--- config.mk ---
export PLATFORM = sky130hd
export DESIGN_NAME = rtc_snapshot_pair_to_datetime
export DESIGN_NICKNAME = d
export VERILOG_FILES = /design/src/sv/rtcsp_pkg.sv /design/src/sv/rtc_snapshot_pair_to_datetime.sv /design/src/sv/rtcsp_convert.sv /design/src/sv/rtcsp_pair_track.sv
export VERILOG_INCLUDE_DIRS = /design/src /design/src/sv
export SDC_FILE = /design/constraint.sdc
export NUM_CORES = 1
export LEC_CHECK = 0
export BUFFER_PORTS_ARGS = -buffer_cell sky130_fd_sc_hd__buf_2
export CORE_AREA = 2 2 155 157
export DETAILED_ROUTE_END_ITERATION = 12
export DIE_AREA = 0 0 157 159
export PLACE_DENSITY = 0.66
export SLEW_MARGIN = 15
export SYNTH_ARGS = -nofsm -noshare
export SYNTH_HDL_FRONTEND = slang
export SYNTH_SLANG_ARGS = --single-unit
--- constraint.sdc ---
create_clock -name clk -period 12.5 [get_ports clk]
set_clock_uncertainty 0.15 [all_clocks]
set_input_delay 1.25 -clock clk [delete_from_list [all_inputs] [get_ports clk]]
set_output_delay 1.25 -clock clk [all_outputs]
set_load 0.1 [all_outputs]
--- src/sv/rtc_snapshot_pair_to_datetime_macros.svh ---
// assertion macros shared by the rtc snapshot pair datetime block
`ifndef RTC_SNAPSHOT_PAIR_TO_DATETIME_MACROS_SVH
`define RTC_SNAPSHOT_PAIR_TO_DATETIME_MACROS_SVH

// same-cycle implication, disabled while in reset
`define RTCSP_ASSERT_IMPL(label, ante, cons, msg) \
    label: assert property (@(posedge clk) disable iff (!rst_n) (ante) |-> (cons)) \
        else $error(msg);

// next-cycle implication, disabled while in reset
`define RTCSP_ASSERT_NEXT(label, ante, cons, msg) \
    label: assert property (@(posedge clk) disable iff (!rst_n) (ante) |=> (cons)) \
        else $error(msg);

`endif

--- src/sv/rtcsp_pkg.sv ---
// types, constants and the bcd helper for the rtc snapshot pair datetime block
package rtcsp_pkg;

    localparam int unsigned BIN_MODE_BIT = 2;
    localparam int unsigned H24_MODE_BIT = 1;
    localparam int unsigned PM_BIT       = 7;

    localparam logic [7:0]  HOUR_MASK     = 8'h7F;
    localparam logic [7:0]  NOON_HOUR     = 8'd12;
    localparam logic [14:0] YEAR_BASE     = 15'd2000;
    localparam logic [14:0] CENTURY_SCALE = 15'd100;

    // clock bytes, one per field from century down to second, seconds in the low byte
    typedef struct packed {
        logic [7:0] century;
        logic [7:0] year;
        logic [7:0] month;
        logic [7:0] day;
        logic [7:0] hour;
        logic [7:0] minute;
        logic [7:0] second;
    } snap_t;

    // converted datetime, seconds in the low byte, one pad bit on top
    typedef struct packed {
        logic       pad;
        logic [7:0] century;
        logic [14:0] full_year;
        logic [7:0] month;
        logic [7:0] day;
        logic [7:0] hour;
        logic [7:0] minute;
        logic [7:0] second;
    } datetime_t;

    // per-transaction decision from the pair tracker
    typedef struct packed {
        logic emit;
        logic fail;
    } pair_ctl_t;

    // low nibble plus ten times the high nibble, no digit check
    function automatic logic [7:0] bcd_value(input logic [7:0] b);
        logic [7:0] hi;
        hi = {4'd0, b[7:4]};
        return {4'd0, b[3:0]} + (hi << 3) + (hi << 1);
    endfunction

endpackage

--- src/sv/rtc_snapshot_pair_to_datetime.sv ---
// top level: consistent rtc read from snapshot pairs to a binary datetime
//
//  channel   direction  payload
//  s_axis    in         tdata: raw clock bytes and status b
//  m_axis    out        tdata: converted datetime, tuser: outcome
//
// s_axis takes one transaction per cycle while the result register is free; an
// accepted item is registered in the input register, then in the result register,
// and m_axis gives at most one result per snapshot pair
// the first snapshot of a pair and a mismatched pair below the limit give no
// result; the second of a matching pair, or the pair that hits the limit, gives one
// reset clears the pair phase, the held snapshot, the mismatch counter and
// both valid flags
// a stalled m_axis holds the result register; the input register still fills,
// then s_axis_tready drops until the result is taken
`include "rtc_snapshot_pair_to_datetime_macros.svh"

module rtc_snapshot_pair_to_datetime #(
    parameter int MAX_ATTEMPTS = 8
) (
    input  logic        clk,
    input  logic        rst_n,

    input  logic        s_axis_tvalid,
    output logic        s_axis_tready,
    // raw_second, raw_minute, raw_hr, raw_day, raw_month, raw_year,
    // raw_century, status_flags (8 bits each)
    input  logic [63:0] s_axis_tdata,

    output logic        m_axis_tvalid,
    input  logic        m_axis_tready,
    // second, minute, hour, day, month (8 each), full_year (15), century (8),
    // one zero pad bit
    output logic [63:0] m_axis_tdata,
    // outcome: 0 consistent datetime, 1 gave up after too many mismatches
    output logic [0:0]  m_axis_tuser
);

    // input register
    logic                 in_valid_reg;
    rtcsp_pkg::snap_t     in_snap_reg;
    logic [7:0]           in_status_reg;

    // result register
    logic                 out_valid_reg;
    logic                 out_valid_next;
    logic                 out_fail_reg;
    rtcsp_pkg::datetime_t out_data_reg;

    logic                 out_free;
    logic                 step;
    rtcsp_pkg::pair_ctl_t ctl;
    rtcsp_pkg::datetime_t conv;

    // result register can load when empty or being drained this cycle
    assign out_free      = !out_valid_reg || m_axis_tready;
    assign step          = in_valid_reg && out_free;
    assign s_axis_tready = !in_valid_reg || out_free;

    always_ff @(posedge clk or negedge rst_n)
    begin
        if (!rst_n)
            in_valid_reg <= 1'b0;
        else if (s_axis_tready)
            in_valid_reg <= s_axis_tvalid;
    end

    always_ff @(posedge clk)
    begin
        if (s_axis_tready && s_axis_tvalid)
        begin
            in_snap_reg   <= rtcsp_pkg::snap_t'(s_axis_tdata[55:0]);
            in_status_reg <= s_axis_tdata[63:56];
        end
    end

    rtcsp_pair_track #(
        .MAX_ATTEMPTS (MAX_ATTEMPTS)
    ) u_track (
        .clk   (clk),
        .rst_n (rst_n),
        .step  (step),
        .snap  (in_snap_reg),
        .ctl   (ctl)
    );

    rtcsp_convert u_convert (
        .snap   (in_snap_reg),
        .status (in_status_reg),
        .result (conv)
    );

    always_comb
    begin
        out_valid_next = out_valid_reg;
        if (out_free)
            out_valid_next = step && ctl.emit;
    end

    always_ff @(posedge clk or negedge rst_n)
    begin
        if (!rst_n)
            out_valid_reg <= 1'b0;
        else
            out_valid_reg <= out_valid_next;
    end

    // a failure result carries all-zero data
    always_ff @(posedge clk)
    begin
        if (step && ctl.emit)
        begin
            out_fail_reg <= ctl.fail;
            out_data_reg <= ctl.fail ? '0 : conv;
        end
    end

    assign m_axis_tvalid   = out_valid_reg;
    assign m_axis_tdata    = out_data_reg;
    assign m_axis_tuser[0] = out_fail_reg;

    `RTCSP_ASSERT_IMPL(a_fail_zero, m_axis_tvalid && m_axis_tuser[0], m_axis_tdata == 64'd0, "failure result carries data")
    `RTCSP_ASSERT_NEXT(a_no_invented, !in_valid_reg && !out_valid_reg, !out_valid_reg, "result without an item")
    `RTCSP_ASSERT_IMPL(a_year_range, m_axis_tvalid && !m_axis_tuser[0], m_axis_tdata[54:40] <= 15'd25755, "full year out of range")
    `RTCSP_ASSERT_IMPL(a_hour_range, m_axis_tvalid && !m_axis_tuser[0], m_axis_tdata[23:16] <= 8'd139, "hour out of range")

endmodule

--- src/sv/rtcsp_convert.sv ---
// bcd, 12-hour and century conversion of one matched snapshot
module rtcsp_convert (
    input  rtcsp_pkg::snap_t     snap,
    input  logic [7:0]           status,
    output rtcsp_pkg::datetime_t result
);

    rtcsp_pkg::snap_t dec;
    logic             pm;
    logic [7:0]       hr_masked;
    logic [7:0]       hr;

    assign pm        = snap.hour[rtcsp_pkg::PM_BIT];
    assign hr_masked = snap.hour & rtcsp_pkg::HOUR_MASK;

    always_comb
    begin
        dec      = snap;
        dec.hour = hr_masked;
        if (!status[rtcsp_pkg::BIN_MODE_BIT])
        begin
            dec.second  = rtcsp_pkg::bcd_value(snap.second);
            dec.minute  = rtcsp_pkg::bcd_value(snap.minute);
            dec.hour    = rtcsp_pkg::bcd_value(hr_masked);
            dec.day     = rtcsp_pkg::bcd_value(snap.day);
            dec.month   = rtcsp_pkg::bcd_value(snap.month);
            dec.year    = rtcsp_pkg::bcd_value(snap.year);
            dec.century = rtcsp_pkg::bcd_value(snap.century);
        end
    end

    // 12-hour to 24-hour fold
    always_comb
    begin
        hr = dec.hour;
        if (!status[rtcsp_pkg::H24_MODE_BIT])
        begin
            if (pm)
            begin
                if (dec.hour != rtcsp_pkg::NOON_HOUR)
                    hr = dec.hour + rtcsp_pkg::NOON_HOUR;
            end
            else if (dec.hour == rtcsp_pkg::NOON_HOUR)
            begin
                hr = 8'd0;
            end
        end
    end

    always_comb
    begin
        result         = '0;
        result.second  = dec.second;
        result.minute  = dec.minute;
        result.hour    = hr;
        result.day     = dec.day;
        result.month   = dec.month;
        result.century = dec.century;
        if (dec.century != 8'd0)
            result.full_year = {7'd0, dec.century} * rtcsp_pkg::CENTURY_SCALE
                               + {7'd0, dec.year};
        else
            result.full_year = rtcsp_pkg::YEAR_BASE + {7'd0, dec.year};
    end

endmodule

--- src/sv/rtcsp_pair_track.sv ---
// pair phase, held snapshot and mismatch counter
module rtcsp_pair_track #(
    parameter int MAX_ATTEMPTS = 8
) (
    input  logic                 clk,
    input  logic                 rst_n,
    input  logic                 step,
    input  rtcsp_pkg::snap_t     snap,
    output rtcsp_pkg::pair_ctl_t ctl
);

    localparam int CNT_W = $clog2(MAX_ATTEMPTS + 1);

    rtcsp_pkg::snap_t held_reg;
    logic             phase_reg;
    logic [CNT_W-1:0] miss_cnt_reg;
    logic [CNT_W-1:0] miss_cnt_next;
    logic [CNT_W-1:0] miss_cnt_inc;
    logic             match;
    logic             at_limit;

    assign match        = (held_reg == snap);
    assign miss_cnt_inc = miss_cnt_reg + 1'b1;
    assign at_limit     = (miss_cnt_inc >= CNT_W'(MAX_ATTEMPTS));

    assign ctl.fail = phase_reg && !match && at_limit;
    assign ctl.emit = phase_reg && (match || at_limit);

    always_comb
    begin
        miss_cnt_next = miss_cnt_reg;
        if (phase_reg)
        begin
            if (match || at_limit)
                miss_cnt_next = '0;
            else
                miss_cnt_next = miss_cnt_inc;
        end
    end

    always_ff @(posedge clk or negedge rst_n)
    begin
        if (!rst_n)
        begin
            held_reg     <= '0;
            phase_reg    <= 1'b0;
            miss_cnt_reg <= '0;
        end
        else if (step)
        begin
            if (!phase_reg)
                held_reg <= snap;
            phase_reg    <= !phase_reg;
            miss_cnt_reg <= miss_cnt_next;
        end
    end

endmodule

==> impl_metrics.csv <==
group,metric,value,unit
logic_synthesis,syn-instance-count,824,
timing,finalCritPeriodShare,44.38,%
finish,nets,1126,
grt,grt_pass1_vias,6544,
clock_tree,cts_setup_buffers,0,
placement,io_buffers,127,
drt,drt_wl_total,20610,um
placement,pre_cts_ws,6.949,ns
grt,grt_util_all_layers,17.42,%
worst_setup_path,reg2reg_depth,19,
placement,place_area,11260,um2
placement,dp_hpwl,14760,um
timing,post-route-min-period,5.548,ns
finish,area_delta_synth_final,14.83,%
clock_tree,cts_root_buf,"clkbuf_16",
drt,ant_nets,0,
hold_path,whs_endpoint,"u_track.miss_cnt_reg[3]",
grt,grt_max_degree,64,
floorplanning,io_pins,135,
grt,antenna_found_initial,1,
grt,grt_overflow,0,
floorplanning,initial_core_util,44.46,%
worst_setup_path,crit_slowest_cell,"fa_1",
timing,slew_headroom,33.74,%
logic_synthesis,synth_edf_count,122,
logic_synthesis,syn_area,10310,um2
floorplanning,core,23190,um2
hold_path,timing.hold.worst_path_depth,1,
worst_setup_path,cp.required,12.53,ns
worst_setup_path,crit_type,"reg -> reg",
finish,final_cell_area,11840,um2
placement,place_congestion,0.7850,
flow_run,maxCapViolCount,0,
worst_setup_path,arrival,5.58,ns
drt,drt_iter0_drc,297,
placement,place_inst,1251,
logic_synthesis,syn_nets,999,
timing,setup-violations-final,0,
hold_path,hold_class,"reg -> reg",
timing,timing.fmax,180.3,MHz
grt,grt_pass1_wl,33820,um
worst_setup_path,max_stage_delay,0.54,ns
clock_tree,clk_pin_slew,0.07,ns
timing,drv_slew,0,
logic_synthesis,synth_ff_type,"edfxtp_1",
logic_synthesis,yosysUniqueCellTypes,63,
power,ir_drop,0.0001010,V
finish,final_common_cell,"buf_2",
finish,final_cell_mix,"127 x buf_2, 122 x edfxtp_1, 91 x ha_1",
floorplanning,dieArea,24960,um2
clock_tree,cts_tree,"yes",
floorplanning,die_h,159,um
logic_synthesis,async_flop_share,34.05,%
power,static-leakage-power,4.949,nW
floorplanning,die_x,157,um
worst_setup_path,path_max_fanout,6,
timing,fin_tns_setup,0,ns
worst_setup_path,r2r_slack,6.95,ns
worst_setup_path,r2r-start,"in_snap_reg[52]",
clock_tree,cts_buffer_depth,2,
logic_synthesis,ys_ff_latch,185,
logic_synthesis,yosysSeqAreaShare,50.81,%
timing,rsz0062_at_grt,"no",
floorplanning,row_count,56,
drt,via_per_inst,5.036,
timing,setup_ws,6.952,ns
worst_setup_path,critPathCaptureType,"register",
worst_setup_path,r2r_end,"m_axis_tdata[54]",
clock_tree,clock_latency,0.43,ns
drt,via_count,6466,
worst_setup_path,cp-start-kind,"register",
clock_tree,postCtsHoldBufs,0,
worst_setup_path,path_common_cell,"ha_1",
clock_tree,cts_sinks,185,
clock_tree,htreeDepth,4,
timing,hold_ws,0.3561,ns
timing,hold_violations,0,
power,powerDensity,193.4,nW/um2
clock_tree,cts_buffers,17,
finish,final_cells,1284,
clock_tree,post_cts_resized,0,
hold_path,worstHoldStart,"u_track.miss_cnt_reg[3]",
drt,avgRoutedWirePerCell,16.05,um
logic_synthesis,yosys_warnings,0,
worst_setup_path,crit_chain,"fa_1, fa_1, a21o_1, a21oi_1, xor2_1, nor2_1, a21oi_1, inv_1, xnor2_1, ha_1, ha_1, ha_1, or3b_2, o311ai_0, a211oi_1, nor2b_1, nand3_1, xnor2_1, nor2b_1",
logic_synthesis,synth.avg_cell_area,12.52,um2
timing,tightest_slew,0.9916,ns
finish,drive_gt1_share,24.27,%
finish,largest_reg_flops,63,
drt,drc,0,
status,run_status,"completed",
drt,dr.pass1.iters,4,
cells by family after synthesis:
logic type | synth area share (%)
compound gates | 6.904
xor+xnor | 7.971
fa+ha+maj | 14.15
buf+inv | 2.475
flops | 50.81
mux | 7.959
other cells | 0.03636
simple gates | 9.694
cells in the mapped netlist, types with 2 or more instances:
library cell	number	area, um2
nand4_1	17	106.4
mux2_2	56	630.6
mux2i_1	19	190.2
a211oi_1	7	52.55
nand3_1	6	30.03
inv_1	30	112.6
a21o_1	16	120.1
nand2_1	26	97.59
a21oi_1	44	220.2
a2111oi_0	2	17.52
nor3_1	7	35.03
buf_6	4	45.04
or4_1	2	15.01
buf_2	9	45.04
dfrtp_1	63	1577
nor3b_1	4	30.03
a21boi_0	2	15.01
nand2b_1	8	50.05
buf_1	3	11.26
clkbuf_1	7	26.28
o21ai_0	14	70.07
ha_1	91	1139
o2111ai_1	3	26.28
xor2_1	14	122.6
nor2_1	75	281.5
o21a_1	3	22.52
xnor2_1	78	683.2
or3_1	2	12.51
or2_2	2	12.51
and2_1	6	37.54
nor4_1	4	25.02
o31ai_1	6	45.04
edfxtp_1	122	3664
nor2b_1	25	156.4
fa_1	16	320.3
nand3b_1	3	22.52
buf_4	2	15.01
worst max-delay path: cells and delay by family, from the launching register on:
kind / cells / cell delay [ns]
AO/OA/AOI/OAI: 5 / 1.12
XOR/XNOR: 3 / 0.48
adder cells (fa/ha/maj): 5 / 1.97
buffers and inverters: 1 / 0.19
flip-flops: 1 / 0.50
AND/OR/NAND/NOR: 5 / 0.89
report_power, final:
| group | internal, mW | total [mW] | switching [mW] | leakage, nW |
|---|---|---|---|---|
| Clock | 0.287 | 0.532 | 0.245 | 0.285 |
| Sequential | 0.807 | 0.894 | 0.0865 | 1.89 |
| Combinational | 0.383 | 0.865 | 0.482 | 2.78 |
worst max-delay path by stage:
stage / cells after the start / startpoint / end
3_5_place_dp: 19 / in_snap_reg[52] / m_axis_tdata[54]
2_1_floorplan: 18 / in_snap_reg[51] / m_axis_tdata[54]
6_report: 19 / in_snap_reg[52] / m_axis_tdata[54]
4_1_cts: 19 / in_snap_reg[52] / m_axis_tdata[54]
3_3_place_gp: 19 / in_snap_reg[52] / m_axis_tdata[54]
5_1_grt: 19 / in_snap_reg[51] / m_axis_tdata[54]
area by class of cell:
| cell class | instances | area (um2) |
|---|---|---|
| tap | 319 | 399.1 |
| clock buffer | 20 | 446.7 |
| multi-input combinational | 584 | 4827 |
| timing repair buffer | 133 | 680.7 |
| fill | 2048 | 11350 |
| clock inverter | 12 | 132.6 |
| inverter | 30 | 112.6 |
| sequential | 185 | 5240 |
| antenna | 1 | 2.502 |
per-layer routing:
| metal | global-route usage [%] | vias to the layer above | share of wire [%] |
|---|---|---|---|
| li1 | - | 3225 | - |
| met5 | 0 | - | 0 |
| met1 | 23.87 | 3116 | 47 |
| met3 | 2.940 | 14 | 3.7 |
| met4 | 4.587 | 0 | 1.2 |
| met2 | 28.71 | 111 | 48 |
metrics by stage:
step	power, mW	utilization, %
5_1_grt	2.452	51.05
2_1_floorplan	1.604	-
3_3_place_gp	1.754	48.55
6_report	2.290	51.06
3_5_place_dp	1.774	48.55
4_1_cts	2.310	51.05
Power figures use the tool's default switching activity.
